<file path="src/hslp_pkg.sv">
// Package for the HTTP status line parser: item types, byte classes,
// parse phases, result codes and the shared arithmetic helper.
// No dependencies.
`timescale 1ns / 1ps

package hslp_pkg;

    localparam int MAX_BUFFER_BYTES = 4096;
    localparam int DESC_CAPACITY    = 256;
    localparam int POS_W            = 12;
    localparam int VAL_W            = 10;
    localparam int LEN_W            = 8;
    localparam logic [POS_W-1:0] POS_MAX  = POS_W'(MAX_BUFFER_BYTES - 1);
    localparam logic [POS_W-1:0] LEN_CLAMP = POS_W'(DESC_CAPACITY - 1);
    localparam logic [VAL_W-1:0] VER_MAX  = VAL_W'(999);

    localparam int QUEUE_DEPTH = 4;
    localparam int QPTR_W      = 2;

    localparam logic [1:0] RES_OK    = 2'd0;
    localparam logic [1:0] RES_BAD   = 2'd1;
    localparam logic [1:0] RES_SHORT = 2'd2;
    localparam logic [1:0] RES_NONE  = 2'd3;

    typedef struct packed {
        logic [7:0] data_byte;
        logic       is_last;
    } in_item_t;

    typedef struct packed {
        logic [1:0]       result_code;
        logic [VAL_W-1:0] version_major;
        logic [VAL_W-1:0] version_minor;
        logic [VAL_W-1:0] status_code;
        logic [POS_W-1:0] desc_offset;
        logic [LEN_W-1:0] desc_length;
    } out_item_t;

    typedef enum logic [3:0] {
        CLS_DIGIT = 4'd0,
        CLS_SPACE = 4'd1,
        CLS_DOT   = 4'd2,
        CLS_CR    = 4'd3,
        CLS_LF    = 4'd4,
        CLS_H     = 4'd5,
        CLS_T     = 4'd6,
        CLS_P     = 4'd7,
        CLS_SLASH = 4'd8,
        CLS_OTHER = 4'd9
    } byte_cls_t;

    // One classified byte as it travels from the front end to the parser.
    typedef struct packed {
        byte_cls_t  cls;
        logic [3:0] digit;
        logic       is_last;
    } cls_item_t;

    typedef struct packed {
        logic empty;
        logic full;
    } q_stat_t;

    typedef enum logic [12:0] {
        PH_START = 13'b0000000000001,
        PH_H     = 13'b0000000000010,
        PH_HT    = 13'b0000000000100,
        PH_HTT   = 13'b0000000001000,
        PH_HTTP  = 13'b0000000010000,
        PH_MAJ1  = 13'b0000000100000,
        PH_MAJ   = 13'b0000001000000,
        PH_MIN1  = 13'b0000010000000,
        PH_MIN   = 13'b0000100000000,
        PH_CODE  = 13'b0001000000000,
        PH_AFTER = 13'b0010000000000,
        PH_TEXT  = 13'b0100000000000,
        PH_CR    = 13'b1000000000000
    } phase_t;

    // acc * 10 + d, built from shifts and adds.
    function automatic logic [VAL_W+3:0] mul10_add(input logic [VAL_W-1:0] acc,
                                                   input logic [3:0] d);
        logic [VAL_W+3:0] a;
        a = {4'd0, acc};
        return (a << 3) + (a << 1) + {{VAL_W{1'b0}}, d};
    endfunction

endpackage

</file>
<file path="src/hslp_front.sv">
// Front end of the HTTP status line parser: takes input beats, classifies
// each byte and holds it in a register until the command queue takes it.
// Depends on hslp_pkg.
`timescale 1ns / 1ps

module hslp_front
(
    input  logic                clk,
    input  logic                rst_n,
    input  logic                push,
    output logic                full,
    input  hslp_pkg::in_item_t  byte_beat,
    input  hslp_pkg::q_stat_t   q_stat,
    output logic                q_push,
    output hslp_pkg::cls_item_t q_item
);

    logic                valid_reg;
    logic                valid_next;
    hslp_pkg::cls_item_t item_reg;
    hslp_pkg::cls_item_t item_next;
    logic                take;

    assign q_push = valid_reg && !q_stat.full;
    assign full   = valid_reg && q_stat.full;
    assign take   = push && !full;
    assign q_item = item_reg;

    always_comb
    begin
        item_next.is_last = byte_beat.is_last;
        item_next.digit   = byte_beat.data_byte[3:0];
        if (byte_beat.data_byte >= 8'h30 && byte_beat.data_byte <= 8'h39)
        begin
            item_next.cls = hslp_pkg::CLS_DIGIT;
        end
        else
        begin
            item_next.digit = 4'd0;
            case (byte_beat.data_byte)
                8'h20:   item_next.cls = hslp_pkg::CLS_SPACE;
                8'h2E:   item_next.cls = hslp_pkg::CLS_DOT;
                8'h0D:   item_next.cls = hslp_pkg::CLS_CR;
                8'h0A:   item_next.cls = hslp_pkg::CLS_LF;
                8'h48:   item_next.cls = hslp_pkg::CLS_H;
                8'h54:   item_next.cls = hslp_pkg::CLS_T;
                8'h50:   item_next.cls = hslp_pkg::CLS_P;
                8'h2F:   item_next.cls = hslp_pkg::CLS_SLASH;
                default: item_next.cls = hslp_pkg::CLS_OTHER;
            endcase
        end
    end

    always_comb
    begin
        valid_next = valid_reg;
        if (take)
        begin
            valid_next = 1'b1;
        end
        else if (q_push)
        begin
            valid_next = 1'b0;
        end
    end

    always_ff @(posedge clk or negedge rst_n)
    begin
        if (!rst_n)
        begin
            valid_reg <= 1'b0;
        end
        else
        begin
            valid_reg <= valid_next;
        end
    end

    always_ff @(posedge clk)
    begin
        if (take)
        begin
            item_reg <= item_next;
        end
    end

endmodule

</file>
<file path="src/hslp_cmd_queue.sv">
// Short queue of classified bytes between the front end and the parser.
// Depends on hslp_pkg.
`timescale 1ns / 1ps

module hslp_cmd_queue
(
    input  logic                clk,
    input  logic                rst_n,
    input  logic                wr_en,
    input  hslp_pkg::cls_item_t wr_item,
    input  logic                rd_en,
    output hslp_pkg::cls_item_t rd_item,
    output hslp_pkg::q_stat_t   stat
);

    hslp_pkg::cls_item_t           mem [hslp_pkg::QUEUE_DEPTH];
    logic [hslp_pkg::QPTR_W-1:0]   wptr_reg;
    logic [hslp_pkg::QPTR_W-1:0]   wptr_next;
    logic [hslp_pkg::QPTR_W-1:0]   rptr_reg;
    logic [hslp_pkg::QPTR_W-1:0]   rptr_next;
    logic [hslp_pkg::QPTR_W:0]     count_reg;
    logic [hslp_pkg::QPTR_W:0]     count_next;
    logic                          do_wr;
    logic                          do_rd;

    assign stat.empty = (count_reg == '0);
    assign stat.full  = (count_reg == (hslp_pkg::QPTR_W+1)'(hslp_pkg::QUEUE_DEPTH));
    assign do_wr      = wr_en && !stat.full;
    assign do_rd      = rd_en && !stat.empty;
    assign rd_item    = mem[rptr_reg];

    always_comb
    begin
        wptr_next  = do_wr ? wptr_reg + 1'b1 : wptr_reg;
        rptr_next  = do_rd ? rptr_reg + 1'b1 : rptr_reg;
        count_next = count_reg;
        if (do_wr && !do_rd)
        begin
            count_next = count_reg + 1'b1;
        end
        else if (do_rd && !do_wr)
        begin
            count_next = count_reg - 1'b1;
        end
    end

    always_ff @(posedge clk or negedge rst_n)
    begin
        if (!rst_n)
        begin
            wptr_reg  <= '0;
            rptr_reg  <= '0;
            count_reg <= '0;
        end
        else
        begin
            wptr_reg  <= wptr_next;
            rptr_reg  <= rptr_next;
            count_reg <= count_next;
        end
    end

    always_ff @(posedge clk)
    begin
        if (do_wr)
        begin
            mem[wptr_reg] <= wr_item;
        end
    end

endmodule

</file>
<file path="src/hslp_back.sv">
// Back end of the HTTP status line parser: the parse state machine, which
// consumes classified bytes, and a two-entry result queue.
// Depends on hslp_pkg.
`timescale 1ns / 1ps

module hslp_back
(
    input  logic                clk,
    input  logic                rst_n,
    input  hslp_pkg::q_stat_t   q_stat,
    input  hslp_pkg::cls_item_t q_item,
    output logic                q_pop,
    output logic                empty,
    input  logic                pop,
    output hslp_pkg::out_item_t verdict
);

    localparam int VW = hslp_pkg::VAL_W;
    localparam int PW = hslp_pkg::POS_W;

    hslp_pkg::phase_t phase_reg, phase_next;
    logic [VW-1:0]    major_reg, major_next;
    logic [VW-1:0]    minor_reg, minor_next;
    logic [VW-1:0]    code_reg, code_next;
    logic [1:0]       digits_reg, digits_next;
    logic [PW-1:0]    pos_reg, pos_next;
    logic [PW-1:0]    dstart_reg, dstart_next;
    logic             verdict_reg, verdict_next;

    hslp_pkg::out_item_t out_mem [2];
    logic                out_wptr_reg, out_rptr_reg;
    logic [1:0]          out_cnt_reg, out_cnt_next;
    logic                out_wr, out_rd;

    logic [1:0]          res;
    logic [PW-1:0]       end_pos;
    logic [PW-1:0]       span;
    hslp_pkg::out_item_t res_item;
    logic [VW+3:0]       maj_sum, min_sum, code_sum;
    logic [VW-1:0]       major_upd, minor_upd, code_upd;
    logic [1:0]          digits_inc;
    logic                is_dig;
    logic                take;

    assign take    = !q_stat.empty && (out_cnt_reg != 2'd2);
    assign q_pop   = take;
    assign is_dig  = (q_item.cls == hslp_pkg::CLS_DIGIT);
    assign maj_sum = hslp_pkg::mul10_add(major_reg, q_item.digit);
    assign min_sum = hslp_pkg::mul10_add(minor_reg, q_item.digit);
    assign code_sum = hslp_pkg::mul10_add(code_reg, q_item.digit);
    assign digits_inc = digits_reg + 2'd1;

    always_comb
    begin
        phase_next   = phase_reg;
        major_next   = major_reg;
        minor_next   = minor_reg;
        code_next    = code_reg;
        digits_next  = digits_reg;
        pos_next     = pos_reg;
        dstart_next  = dstart_reg;
        verdict_next = verdict_reg;
        res          = hslp_pkg::RES_NONE;
        end_pos      = '0;

        if (take && !verdict_reg)
        begin
            unique case (phase_reg)
                hslp_pkg::PH_START:
                    if (q_item.cls == hslp_pkg::CLS_H) phase_next = hslp_pkg::PH_H;
                    else res = hslp_pkg::RES_BAD;
                hslp_pkg::PH_H:
                    if (q_item.cls == hslp_pkg::CLS_T) phase_next = hslp_pkg::PH_HT;
                    else res = hslp_pkg::RES_BAD;
                hslp_pkg::PH_HT:
                    if (q_item.cls == hslp_pkg::CLS_T) phase_next = hslp_pkg::PH_HTT;
                    else res = hslp_pkg::RES_BAD;
                hslp_pkg::PH_HTT:
                    if (q_item.cls == hslp_pkg::CLS_P) phase_next = hslp_pkg::PH_HTTP;
                    else res = hslp_pkg::RES_BAD;
                hslp_pkg::PH_HTTP:
                    if (q_item.cls == hslp_pkg::CLS_SLASH) phase_next = hslp_pkg::PH_MAJ1;
                    else res = hslp_pkg::RES_BAD;
                hslp_pkg::PH_MAJ1:
                    if (is_dig && q_item.digit != 4'd0)
                    begin
                        major_next = {{(VW-4){1'b0}}, q_item.digit};
                        phase_next = hslp_pkg::PH_MAJ;
                    end
                    else
                    begin
                        res = hslp_pkg::RES_BAD;
                    end
                hslp_pkg::PH_MAJ:
                    if (q_item.cls == hslp_pkg::CLS_DOT) phase_next = hslp_pkg::PH_MIN1;
                    else if (is_dig)
                        major_next = (maj_sum > {4'd0, hslp_pkg::VER_MAX}) ?
                                     hslp_pkg::VER_MAX : maj_sum[VW-1:0];
                    else res = hslp_pkg::RES_BAD;
                hslp_pkg::PH_MIN1:
                    if (is_dig)
                    begin
                        minor_next = {{(VW-4){1'b0}}, q_item.digit};
                        phase_next = hslp_pkg::PH_MIN;
                    end
                    else
                    begin
                        res = hslp_pkg::RES_BAD;
                    end
                hslp_pkg::PH_MIN:
                    if (q_item.cls == hslp_pkg::CLS_SPACE) phase_next = hslp_pkg::PH_CODE;
                    else if (is_dig)
                        minor_next = (min_sum > {4'd0, hslp_pkg::VER_MAX}) ?
                                     hslp_pkg::VER_MAX : min_sum[VW-1:0];
                    else res = hslp_pkg::RES_BAD;
                hslp_pkg::PH_CODE:
                    if (is_dig)
                    begin
                        code_next   = code_sum[VW-1:0];
                        digits_next = digits_inc;
                        if (digits_inc == 2'd3)
                        begin
                            phase_next  = hslp_pkg::PH_AFTER;
                            dstart_next = pos_reg - PW'(2);
                        end
                    end
                    else if (q_item.cls != hslp_pkg::CLS_SPACE)
                    begin
                        res = hslp_pkg::RES_BAD;
                    end
                hslp_pkg::PH_AFTER:
                    if (q_item.cls == hslp_pkg::CLS_SPACE || q_item.cls == hslp_pkg::CLS_DOT)
                        phase_next = hslp_pkg::PH_TEXT;
                    else if (q_item.cls == hslp_pkg::CLS_CR) phase_next = hslp_pkg::PH_CR;
                    else if (q_item.cls == hslp_pkg::CLS_LF)
                    begin
                        res     = hslp_pkg::RES_OK;
                        end_pos = pos_reg;
                    end
                    else res = hslp_pkg::RES_BAD;
                hslp_pkg::PH_TEXT:
                    if (q_item.cls == hslp_pkg::CLS_CR) phase_next = hslp_pkg::PH_CR;
                    else if (q_item.cls == hslp_pkg::CLS_LF)
                    begin
                        res     = hslp_pkg::RES_OK;
                        end_pos = pos_reg;
                    end
                hslp_pkg::PH_CR:
                    if (q_item.cls == hslp_pkg::CLS_LF)
                    begin
                        res     = hslp_pkg::RES_OK;
                        end_pos = pos_reg - PW'(1);
                    end
                    else
                    begin
                        res = hslp_pkg::RES_BAD;
                    end
                default:
                    res = hslp_pkg::RES_BAD;
            endcase

            if (res == hslp_pkg::RES_NONE && q_item.is_last)
            begin
                res = hslp_pkg::RES_SHORT;
            end
            if (res != hslp_pkg::RES_NONE)
            begin
                verdict_next = 1'b1;
            end
            if (pos_reg != hslp_pkg::POS_MAX)
            begin
                pos_next = pos_reg + PW'(1);
            end
        end

        // The verdict reports the values as updated by this byte, taken
        // before the end-of-buffer clear below.
        major_upd = major_next;
        minor_upd = minor_next;
        code_upd  = code_next;

        // The final byte of a buffer always returns the parser to its start.
        if (take && q_item.is_last)
        begin
            phase_next   = hslp_pkg::PH_START;
            major_next   = '0;
            minor_next   = '0;
            code_next    = '0;
            digits_next  = '0;
            pos_next     = '0;
            dstart_next  = '0;
            verdict_next = 1'b0;
        end
    end

    always_comb
    begin
        span                   = end_pos - dstart_reg;
        res_item.result_code   = res;
        res_item.version_major = major_upd;
        res_item.version_minor = minor_upd;
        res_item.status_code   = code_upd;
        res_item.desc_offset   = '0;
        res_item.desc_length   = '0;
        if (res == hslp_pkg::RES_OK)
        begin
            res_item.desc_offset = dstart_reg;
            res_item.desc_length = (span > hslp_pkg::LEN_CLAMP) ?
                                   hslp_pkg::LEN_CLAMP[hslp_pkg::LEN_W-1:0] :
                                   span[hslp_pkg::LEN_W-1:0];
        end
    end

    assign out_wr  = take && !verdict_reg && (res != hslp_pkg::RES_NONE);
    assign empty   = (out_cnt_reg == 2'd0);
    assign out_rd  = pop && !empty;
    assign verdict = out_mem[out_rptr_reg];

    always_comb
    begin
        out_cnt_next = out_cnt_reg;
        if (out_wr && !out_rd)
        begin
            out_cnt_next = out_cnt_reg + 2'd1;
        end
        else if (out_rd && !out_wr)
        begin
            out_cnt_next = out_cnt_reg - 2'd1;
        end
    end

    always_ff @(posedge clk or negedge rst_n)
    begin
        if (!rst_n)
        begin
            phase_reg    <= hslp_pkg::PH_START;
            major_reg    <= '0;
            minor_reg    <= '0;
            code_reg     <= '0;
            digits_reg   <= '0;
            pos_reg      <= '0;
            dstart_reg   <= '0;
            verdict_reg  <= 1'b0;
            out_wptr_reg <= 1'b0;
            out_rptr_reg <= 1'b0;
            out_cnt_reg  <= 2'd0;
        end
        else
        begin
            phase_reg    <= phase_next;
            major_reg    <= major_next;
            minor_reg    <= minor_next;
            code_reg     <= code_next;
            digits_reg   <= digits_next;
            pos_reg      <= pos_next;
            dstart_reg   <= dstart_next;
            verdict_reg  <= verdict_next;
            out_wptr_reg <= out_wr ? ~out_wptr_reg : out_wptr_reg;
            out_rptr_reg <= out_rd ? ~out_rptr_reg : out_rptr_reg;
            out_cnt_reg  <= out_cnt_next;
        end
    end

    always_ff @(posedge clk)
    begin
        if (out_wr)
        begin
            out_mem[out_wptr_reg] <= res_item;
        end
    end

endmodule

</file>
<file path="src/http_status_line_parser_core.sv">
// Path: a byte beat accepted into the front-end register goes through the
// command queue write, then the result queue write, to the result ports.
// Throughput: one byte beat per cycle, set by the one-state-step parser;
// a verdict beat left waiting stalls the parser only once two are queued.
// Reset: rst_n is asynchronous and active low; it empties all queues and
// returns the parser to the start of a buffer, expecting the letter H.
`timescale 1ns / 1ps

// Top level of the HTTP response status line parser. It instantiates the
// front end, the command queue and the parser back end from hslp_pkg types.
//
// Each input beat carries one byte of a response header buffer plus a flag
// on the buffer's last byte. The front end classifies the byte (digit,
// space, dot, CR, LF, the letters of the protocol name, slash or other)
// and places it in a four-entry queue. The back end walks the status line
// one byte per cycle while its result queue has room: the literal HTTP/, a
// major and a minor version that saturate at 999, a three-digit status code
// with spaces skipped, then any text up to CR LF or a bare LF. Exactly one
// verdict beat is produced per buffer; bytes after the verdict are dropped
// until the last byte, which always resets the parser for the next buffer.

module http_status_line_parser_core
(
    input  logic                clk,
    input  logic                rst_n,
    input  logic                push,
    output logic                full,
    input  hslp_pkg::in_item_t  byte_beat,
    output logic                empty,
    input  logic                pop,
    output hslp_pkg::out_item_t verdict
);

    hslp_pkg::q_stat_t   q_stat;
    hslp_pkg::cls_item_t front_item;
    hslp_pkg::cls_item_t head_item;
    logic                q_push;
    logic                q_pop;

    // Classification stage; it holds one byte while the queue is full.
    hslp_front u_front
    (
        .clk       (clk),
        .rst_n     (rst_n),
        .push      (push),
        .full      (full),
        .byte_beat (byte_beat),
        .q_stat    (q_stat),
        .q_push    (q_push),
        .q_item    (front_item)
    );

    // Decouples the front end from parser stalls on the result side.
    hslp_cmd_queue u_queue
    (
        .clk     (clk),
        .rst_n   (rst_n),
        .wr_en   (q_push),
        .wr_item (front_item),
        .rd_en   (q_pop),
        .rd_item (head_item),
        .stat    (q_stat)
    );

    // Parse state machine and result queue.
    hslp_back u_back
    (
        .clk     (clk),
        .rst_n   (rst_n),
        .q_stat  (q_stat),
        .q_item  (head_item),
        .q_pop   (q_pop),
        .empty   (empty),
        .pop     (pop),
        .verdict (verdict)
    );

endmodule
</file>
<file path="config.mk">
export PLATFORM = sky130hd
export DESIGN_NAME = http_status_line_parser_core
export DESIGN_NICKNAME = d
export VERILOG_FILES = /design/src/hslp_pkg.sv /design/src/hslp_front.sv /design/src/hslp_cmd_queue.sv /design/src/hslp_back.sv /design/src/http_status_line_parser_core.sv
export SDC_FILE = /design/constraint.sdc
export NUM_CORES = 1
export LEC_CHECK = 0
export BUFFER_PORTS_ARGS = -buffer_cell sky130_fd_sc_hd__buf_4
export CAP_MARGIN = 15
export CORE_MARGIN = 2
export CORE_UTILIZATION = 62
export CTS_CLUSTER_SIZE = 14
export DETAILED_ROUTE_END_ITERATION = 10
export PLACE_DENSITY = 0.81
export SLEW_MARGIN = 10
export SYNTH_ARGS = -nofsm -noshare
export SYNTH_HDL_FRONTEND = slang
export SYNTH_SLANG_ARGS = --single-unit
</file>
<file path="constraint.sdc">
create_clock -name clk -period 5.6 [get_ports clk]
set_input_delay 0.56 -clock clk [delete_from_list [all_inputs] [get_ports clk]]
set_output_delay 0.56 -clock clk [all_outputs]
set_load 0.01 [all_outputs]
</file>
Yosys cells after proc, flatten, opt, wreduce, memory -nomap -nowiden
Memory sizes are Yosys's and may differ from the RTL's.
Cells that the tools add are included.
{"block": "classes", "add_sub_neg": 17, "order_cmp": 5, "eq_ne": 48, "n_mux": 88, "bitwise": 2, "reduce_logical": 48}
{"op": "two-way mux 13 bit", "n": 15}
{"op": "two-way mux 10 bit", "n": 16}
{"op": "two-way mux 12 bit", "n": 13}
{"op": "one-hot mux 13 bit (12 select lines)", "n": 1}
{"op": "two-way mux 2 bit", "n": 24}
{"op": "one-hot mux 10 bit (2 select lines)", "n": 2}
{"op": "one-hot mux 12 bit (3 select lines)", "n": 1}
{"op": "!= test 3 x 1 -> 1 bit, second input constant", "n": 11}
{"op": "one-hot mux 4 bit (8 select lines)", "n": 1}
{"op": "adder 13 x 11 -> 14 bit", "n": 2}
{"op": "adder 14 x 4 -> 14 bit", "n": 2}
{"op": "> comparator 14 x 10 -> 1 bit, second input constant", "n": 2}
{"op": "equality test 8 x 6 -> 1 bit, second input constant", "n": 3}
{"op": "equality test 8 x 7 -> 1 bit, second input constant", "n": 3}
{"op": "one-hot mux 2 bit (12 select lines)", "n": 1}
{"op": "two-way mux 20 bit", "n": 1}
{"op": "nonzero test 2 bit", "n": 9}
{"op": "logical AND 1 bit", "n": 17}
{"op": "equality test 4 x 3 -> 1 bit, second input constant", "n": 4}
{"op": "equality test 8 x 4 -> 1 bit, second input constant", "n": 2}
{"op": "equality test 13 x 1 -> 1 bit, second input constant", "n": 1}
{"op": "equality test 13 x 10 -> 1 bit, second input constant", "n": 1}
{"op": "equality test 13 x 11 -> 1 bit, second input constant", "n": 1}
{"op": "equality test 13 x 12 -> 1 bit, second input constant", "n": 1}
{"op": "other kinds (46)", "n": 74}
{"block": "totals", "register_bits": 91, "mem_bits_rw": 140, "memories": 2}
{"memory": "u_back.out_mem", "depth": 2, "width": 52, "rd": 1, "rd_ports_with_merged_regs": 0, "write_ports": 1, "line_no": "hslp_back.sv:30", "text": "hslp_pkg::out_item_t out_mem [2];"}
{"memory": "u_queue.mem", "depth": 4, "width": 9, "rd": 1, "rd_ports_with_merged_regs": 0, "write_ports": 1, "line_no": "hslp_cmd_queue.sv:16", "text": "hslp_pkg::cls_item_t mem [hslp_pkg::QUEUE_DEPTH];"}

Depth between registers and ports, before layout
An unclocked memory read counts as a cell.
{"block": "depth", "depth_word": 18, "depth_mapped": 18}

Modules after synthesis
Synthesis repeated with hierarchy kept, for this count alone.
{"block": "unflattened", "cells_unflattened": 1218, "hier_area_um2": 13369.1}
{"module": "hslp_back", "instances": 1, "cells_each": 1089, "area_each_um2": 11140.7, "seq_area_each_um2": 4976.0}
{"module": "hslp_cmd_queue", "instances": 1, "cells_each": 83, "area_each_um2": 1721.7, "seq_area_each_um2": 1256.2}
{"module": "hslp_front", "instances": 1, "cells_each": 46, "area_each_um2": 506.7, "seq_area_each_um2": 295.3}

Worst setup path after synthesis
Ideal clock, no wire load.
{"block": "synth_path", "kind": "register -> register", "from": "register u_queue.rptr_reg[0] (netlist bit)", "to": "memory u_back.out_mem[0][0] (netlist bit), enable pin", "setup_time_ns": 0.462, "arrival_ns": 4.675, "required_time_ns": 5.138, "setup_slack_ns": 0.463, "stages_incl_launch_ff": 9, "path_buffers": 1, "path_cell_list": "dfrtp_1 buf_6 mux4_2 nor4_1 nor2_4 a221oi_1 o21a_1 o21ai_1 nor2_1"}
{"block": "synth_via", "elab_chain_cells": 16, "word_cells_on_any_way": 40, "cone_classes": "11 x eq/ne; 22 x mux; 6 x reduce/logical; 1 x memory"}
{"element": "from (decl)", "line_no": "hslp_cmd_queue.sv:19", "text": "logic [hslp_pkg::QPTR_W-1:0] rptr_reg;"}
{"element": "from (signal assigned)", "line_no": "hslp_cmd_queue.sv:58", "text": "rptr_reg <= rptr_next;"}
{"element": "memory (4 x 9 bit) (*)"}
{"element": "equality test 4 x 3 -> 1 bit", "line_no": "hslp_back.sv:135, hslp_back.sv:143, hslp_back.sv:149"}
{"element": "two-way mux 1 bit", "line_no": "hslp_back.sv:135, hslp_back.sv:149"}
{"element": "two-way mux 2 bit", "line_no": "hslp_back.sv:134", "text": "else if (q_item.cls == hslp_pkg::CLS_CR) phase_next = hslp_pkg::PH_CR;"}
{"element": "two-way mux 2 bit", "line_no": "hslp_back.sv:132", "text": "if (q_item.cls == hslp_pkg::CLS_SPACE || q_item.cls == hslp_pkg::CLS_DOT)"}
{"element": "one-hot mux 2 bit (12 select lines)", "line_no": "hslp_back.sv:68", "text": "unique case (phase_reg)"}
{"element": "two-way mux 2 bit", "line_no": "hslp_back.sv:66", "text": "if (take && !verdict_reg)"}
{"element": "equality test 2 bit", "line_no": "hslp_back.sv:162", "text": "if (res == hslp_pkg::RES_NONE && q_item.is_last)"}
{"element": "logical AND 1 bit", "line_no": "hslp_back.sv:162"}
{"element": "two-way mux 2 bit (*)", "line_no": "hslp_back.sv:162"}
{"element": "two-way mux 2 bit (*) (2 in series)", "line_no": "hslp_back.sv:66"}
{"element": "!= test 2 bit (*)", "line_no": "hslp_back.sv:214", "text": "assign out_wr = take && !verdict_reg && (res != hslp_pkg::RES_NONE);"}
{"element": "logical AND 1 bit (*)", "line_no": "hslp_back.sv:214"}
{"element": "two-way mux 1 bit (*)", "line_no": "hslp_back.sv:266", "text": "if (out_wr)"}
{"element": "two-way mux 1 bit (implied by the code) (*)", "line_no": "hslp_back.sv:268", "text": "out_mem[out_wptr_reg] <= res_item;"}
{"element": "to (decl)", "line_no": "hslp_back.sv:30"}
Mark *: on every way between the ends. The rest lies on a longest branch, timed or not. The select of a mux whose other input is x is not followed.

==> impl_metrics.toml <==
[outcome]
status = "completed"

[floorplanning]
core_area_mm2 = 0.02036
fp.dieArea_mm2 = 0.02204
die_h_um = 148.5
num_rows = 52
start_util = 0.6354
ios = 67
die_x_um = 148.5

[place]
place_ws_ns = 0.9129
gp_congestion = 0.9370
dp_hpwl_mm = 19.27
dp_cells = 1455
port-buffer-count = 66

[critical_path]
crit_fanout = 12
path_cells = "buf_4, mux4_2, maj3_1, a21oi_1, buf_4, o21ai_0, a21oi_1, ha_1, o21ai_0, a21oi_1, o41a_1, nand4_1, a21oi_1, xnor2_1, a31oi_1"
slowest_delay_ns = 0.63
worst_ep_required_time_ns = 5.82
critPathMostFrequentCell = "a21oi_1"
critical_path_class = "flop to flop"
worstSetupStartpointType = "flop"
critPathCaptureType = "flop"
arrival_ns = 4.98
cp_slowest_cell = "dfrtp_1"

[grt]
grt_pass1_vias = 9341
antenna_found_initial = 0
grt_max_degree = 60
grt_overflow = 0
grt_use_total = 0.2597
grt_pass1_wl_mm = 46.61

[logic_synthesis]
avgSynthCellArea_um2 = 11.35
synth_edf_count = 149
yosys_warnings = 0
synthArstFlopShare = 0.3550
netlist_area_mm2 = 0.01294
synth_top_cell_area_share = 0.3458
ys_types = 82
netlist_top_cells_area = "edfxtp_1, dfrtp_1, ha_1, mux2_2, nor2_1"
synth-seq-cells = 231
netlist_instances = 1140
yosysTopAreaCell = "edfxtp_1"
ys.flop_type = "edfxtp_1"
synth_nets = 1235
yosysSeqAreaShare = 0.5044

[hold_path]
hold_path_class = "primary input to flop"

[layout]
nets = 1307
n_antenna_cell = 0
final_cells = 1500
area_growth_pct = 12.92
largest_reg_flops = 104
finalCoreUtilization = 0.7175
seq_area_mm2 = 0.006529
fill_cells = 1399
layout-drive-gt1-share = 0.1691
multi_input_area_mm2 = 0.006093

[sta]
slew_headroom = 0.3885
tns_ns = 0
finClkSkew_ns = 0.01428
fmax_ghz = 0.2097
rsz0062_at_grt = "false"
setup_ws_ns = 0.8323
finalHoldViolCount = 0
worst_slew_pin_slew_ns = 0.9112
maxSlewViolCount = 0
min_period_ns = 4.768
period_share = 0.8514
setup_viol = 0

[route]
vias = 9447
drt_iter0_markers = 699
wl_per_cell_um = 18.84
drcViolationCount = 0
first_pass_iters = 5
routed_via_density = 6.298
wirelength_mm = 28.26
ant_nets = 0

[clocking]
clk_latency_ns = 0.52
clkTransAtPathRegs_ns = 0.06
post_cts_buffers = 0
cts_buffer_depth = 3
cts_tree = "yes"
cts-htree-levels = 1
root_buffer = "clkbuf_16"
cts.sinks = 231
cts_buffers = 24

[pwr]
power_density_mw_per_mm2 = 441.9
ir_worst_vdd_v = 0.0002522
finalPower_uw = 6457
leakage_uw = 0.005932

[flow_run]
cap_violations = 0
critical path: cells and delay by family, from the launching register on:
kind	cells	cell delay, ns
buf+inv	2	0.45
simple gates	1	0.11
compound gates	8	1.41
mux	1	0.63
xor+xnor	1	0.53
fa+ha+maj	2	0.72
flops	1	0.63
cells by family after synthesis:
family / share of synthesized area
AOI/OAI and AO/OA: 0.1420
xor gates and xnor gates: 0.03452
adders and majority gates: 0.08470
buffers and inverters: 0.02659
DFF: 0.5044
muxes: 0.06826
and+or+nand+nor: 0.1394
power breakdown:
part	total, µW	internal (µW)	switching, µW
clock	1660	1020	637
sequential	2520	2300	222
combinational	2280	958	1320
final cells by class:
cell class / instances / area share
Sequential cell: 231 / 0.4468
Multi-Input combinational cell: 822 / 0.4170
Clock buffer: 36 / 0.04633
Timing Repair Buffer: 88 / 0.04538
Tap cell: 270 / 0.02312
Inverter: 45 / 0.01156
Clock inverter: 8 / 0.009762
per-layer routing:
metal | wire length [µm] | share of wire | up-vias | track usage
met2 | 13610 | 0.48 | 344 | 0.4370
met1 | 12380 | 0.44 | 4591 | 0.3636
met4 | 496 | 0.018 | 0 | 0.06619
met3 | 1768 | 0.063 | 46 | 0.03160
met5 | 0 | 0 | - | 0
li1 | - | - | 4466 | -
cell usage in the layout (no fill, tap or decap), types with 12 or more instances in the layout:
cell and instances:
edfxtp_1 149, nor2_1 92, buf_4 87, dfrtp_1 80
ha_1 74, a21oi_1 65, nand2_1 65, mux2_2 56
inv_1 45, o21ai_0 39, xnor2_1 29, a211oi_1 25
clkbuf_16 25, and2_1 23, nor2b_1 22, xor2_1 22
nor3_1 21, nand4_1 21, a31oi_1 19, nand3_1 18
o21a_1 15, a21o_1 14, o21ai_1 12
synthesized netlist by cell type (4+ instances only):
| master | number |
|---|---|
| a311oi_1 | 4 |
| o21a_1 | 15 |
| and2_1 | 23 |
| o21ai_1 | 12 |
| a31oi_1 | 19 |
| a211oi_1 | 25 |
| nor4b_1 | 6 |
| nor3b_1 | 4 |
| a21oi_1 | 65 |
| nand3_1 | 18 |
| mux2i_1 | 5 |
| xnor2_1 | 29 |
| clkbuf_1 | 35 |
| nand4_1 | 21 |
| a21o_1 | 14 |
| a31o_2 | 4 |
| a32o_1 | 4 |
| inv_1 | 45 |
| and4_1 | 4 |
| a22oi_1 | 4 |
| fa_1 | 8 |
| a32oi_1 | 4 |
| mux2_2 | 56 |
| dfrtp_1 | 81 |
| o31ai_1 | 11 |
| nor3_1 | 23 |
| mux4_2 | 9 |
| xor2_1 | 22 |
| edfxtp_1 | 149 |
| ha_1 | 74 |
| or3_1 | 11 |
| o21ai_0 | 39 |
| o211ai_1 | 5 |
| or2_2 | 4 |
| o2bb2ai_1 | 10 |
| nand2_1 | 65 |
| a211o_1 | 6 |
| nor2b_1 | 22 |
| or4_1 | 4 |
| nor2_1 | 94 |
| nor4_1 | 9 |
| nand2b_1 | 11 |
| and3_1 | 10 |
worst paths after layout:
| check | from | to | slack, ns | cells past startpoint |
|---|---|---|---|---|
| hold / removal | byte_beat[0] | u_front.q_item[0] | 0.22 | 1 |
| hold reg to reg | u_front.q_item[7] | u_queue.mem[3][7] | 0.50 | 0 |
| setup / recovery | u_queue.rptr_reg[0] | u_back.out_mem[1][3] | 0.83 | 15 |
| min in group asynchronous | rst_n | u_back.major_reg[9] | 0.50 | 2 |
| setup reg to reg | u_queue.rptr_reg[0] | u_back.out_mem[1][3] | 0.83 | 15 |
| max in group asynchronous | rst_n | u_back.out_rptr_reg | 3.94 | 3 |
per-stage QoR:
step | instance area [µm²] | hold WS, ns
after floorplan | 12940 | 0.2644
after global placement | 13780 | 0.4763
final | 14610 | 0.2210
after detailed placement | 13780 | 0.4889
after CTS | 14610 | 0.2015
after global routing | 14610 | 0.2108
timing repair:
item	in CTS	in global routing
endpoints found under the hold margin	23	0
resized for setup	0	0
hold buffers	1	0
endpoints found under the setup margin	0	0
No activity file was read; power rests on OpenSTA's default activity.
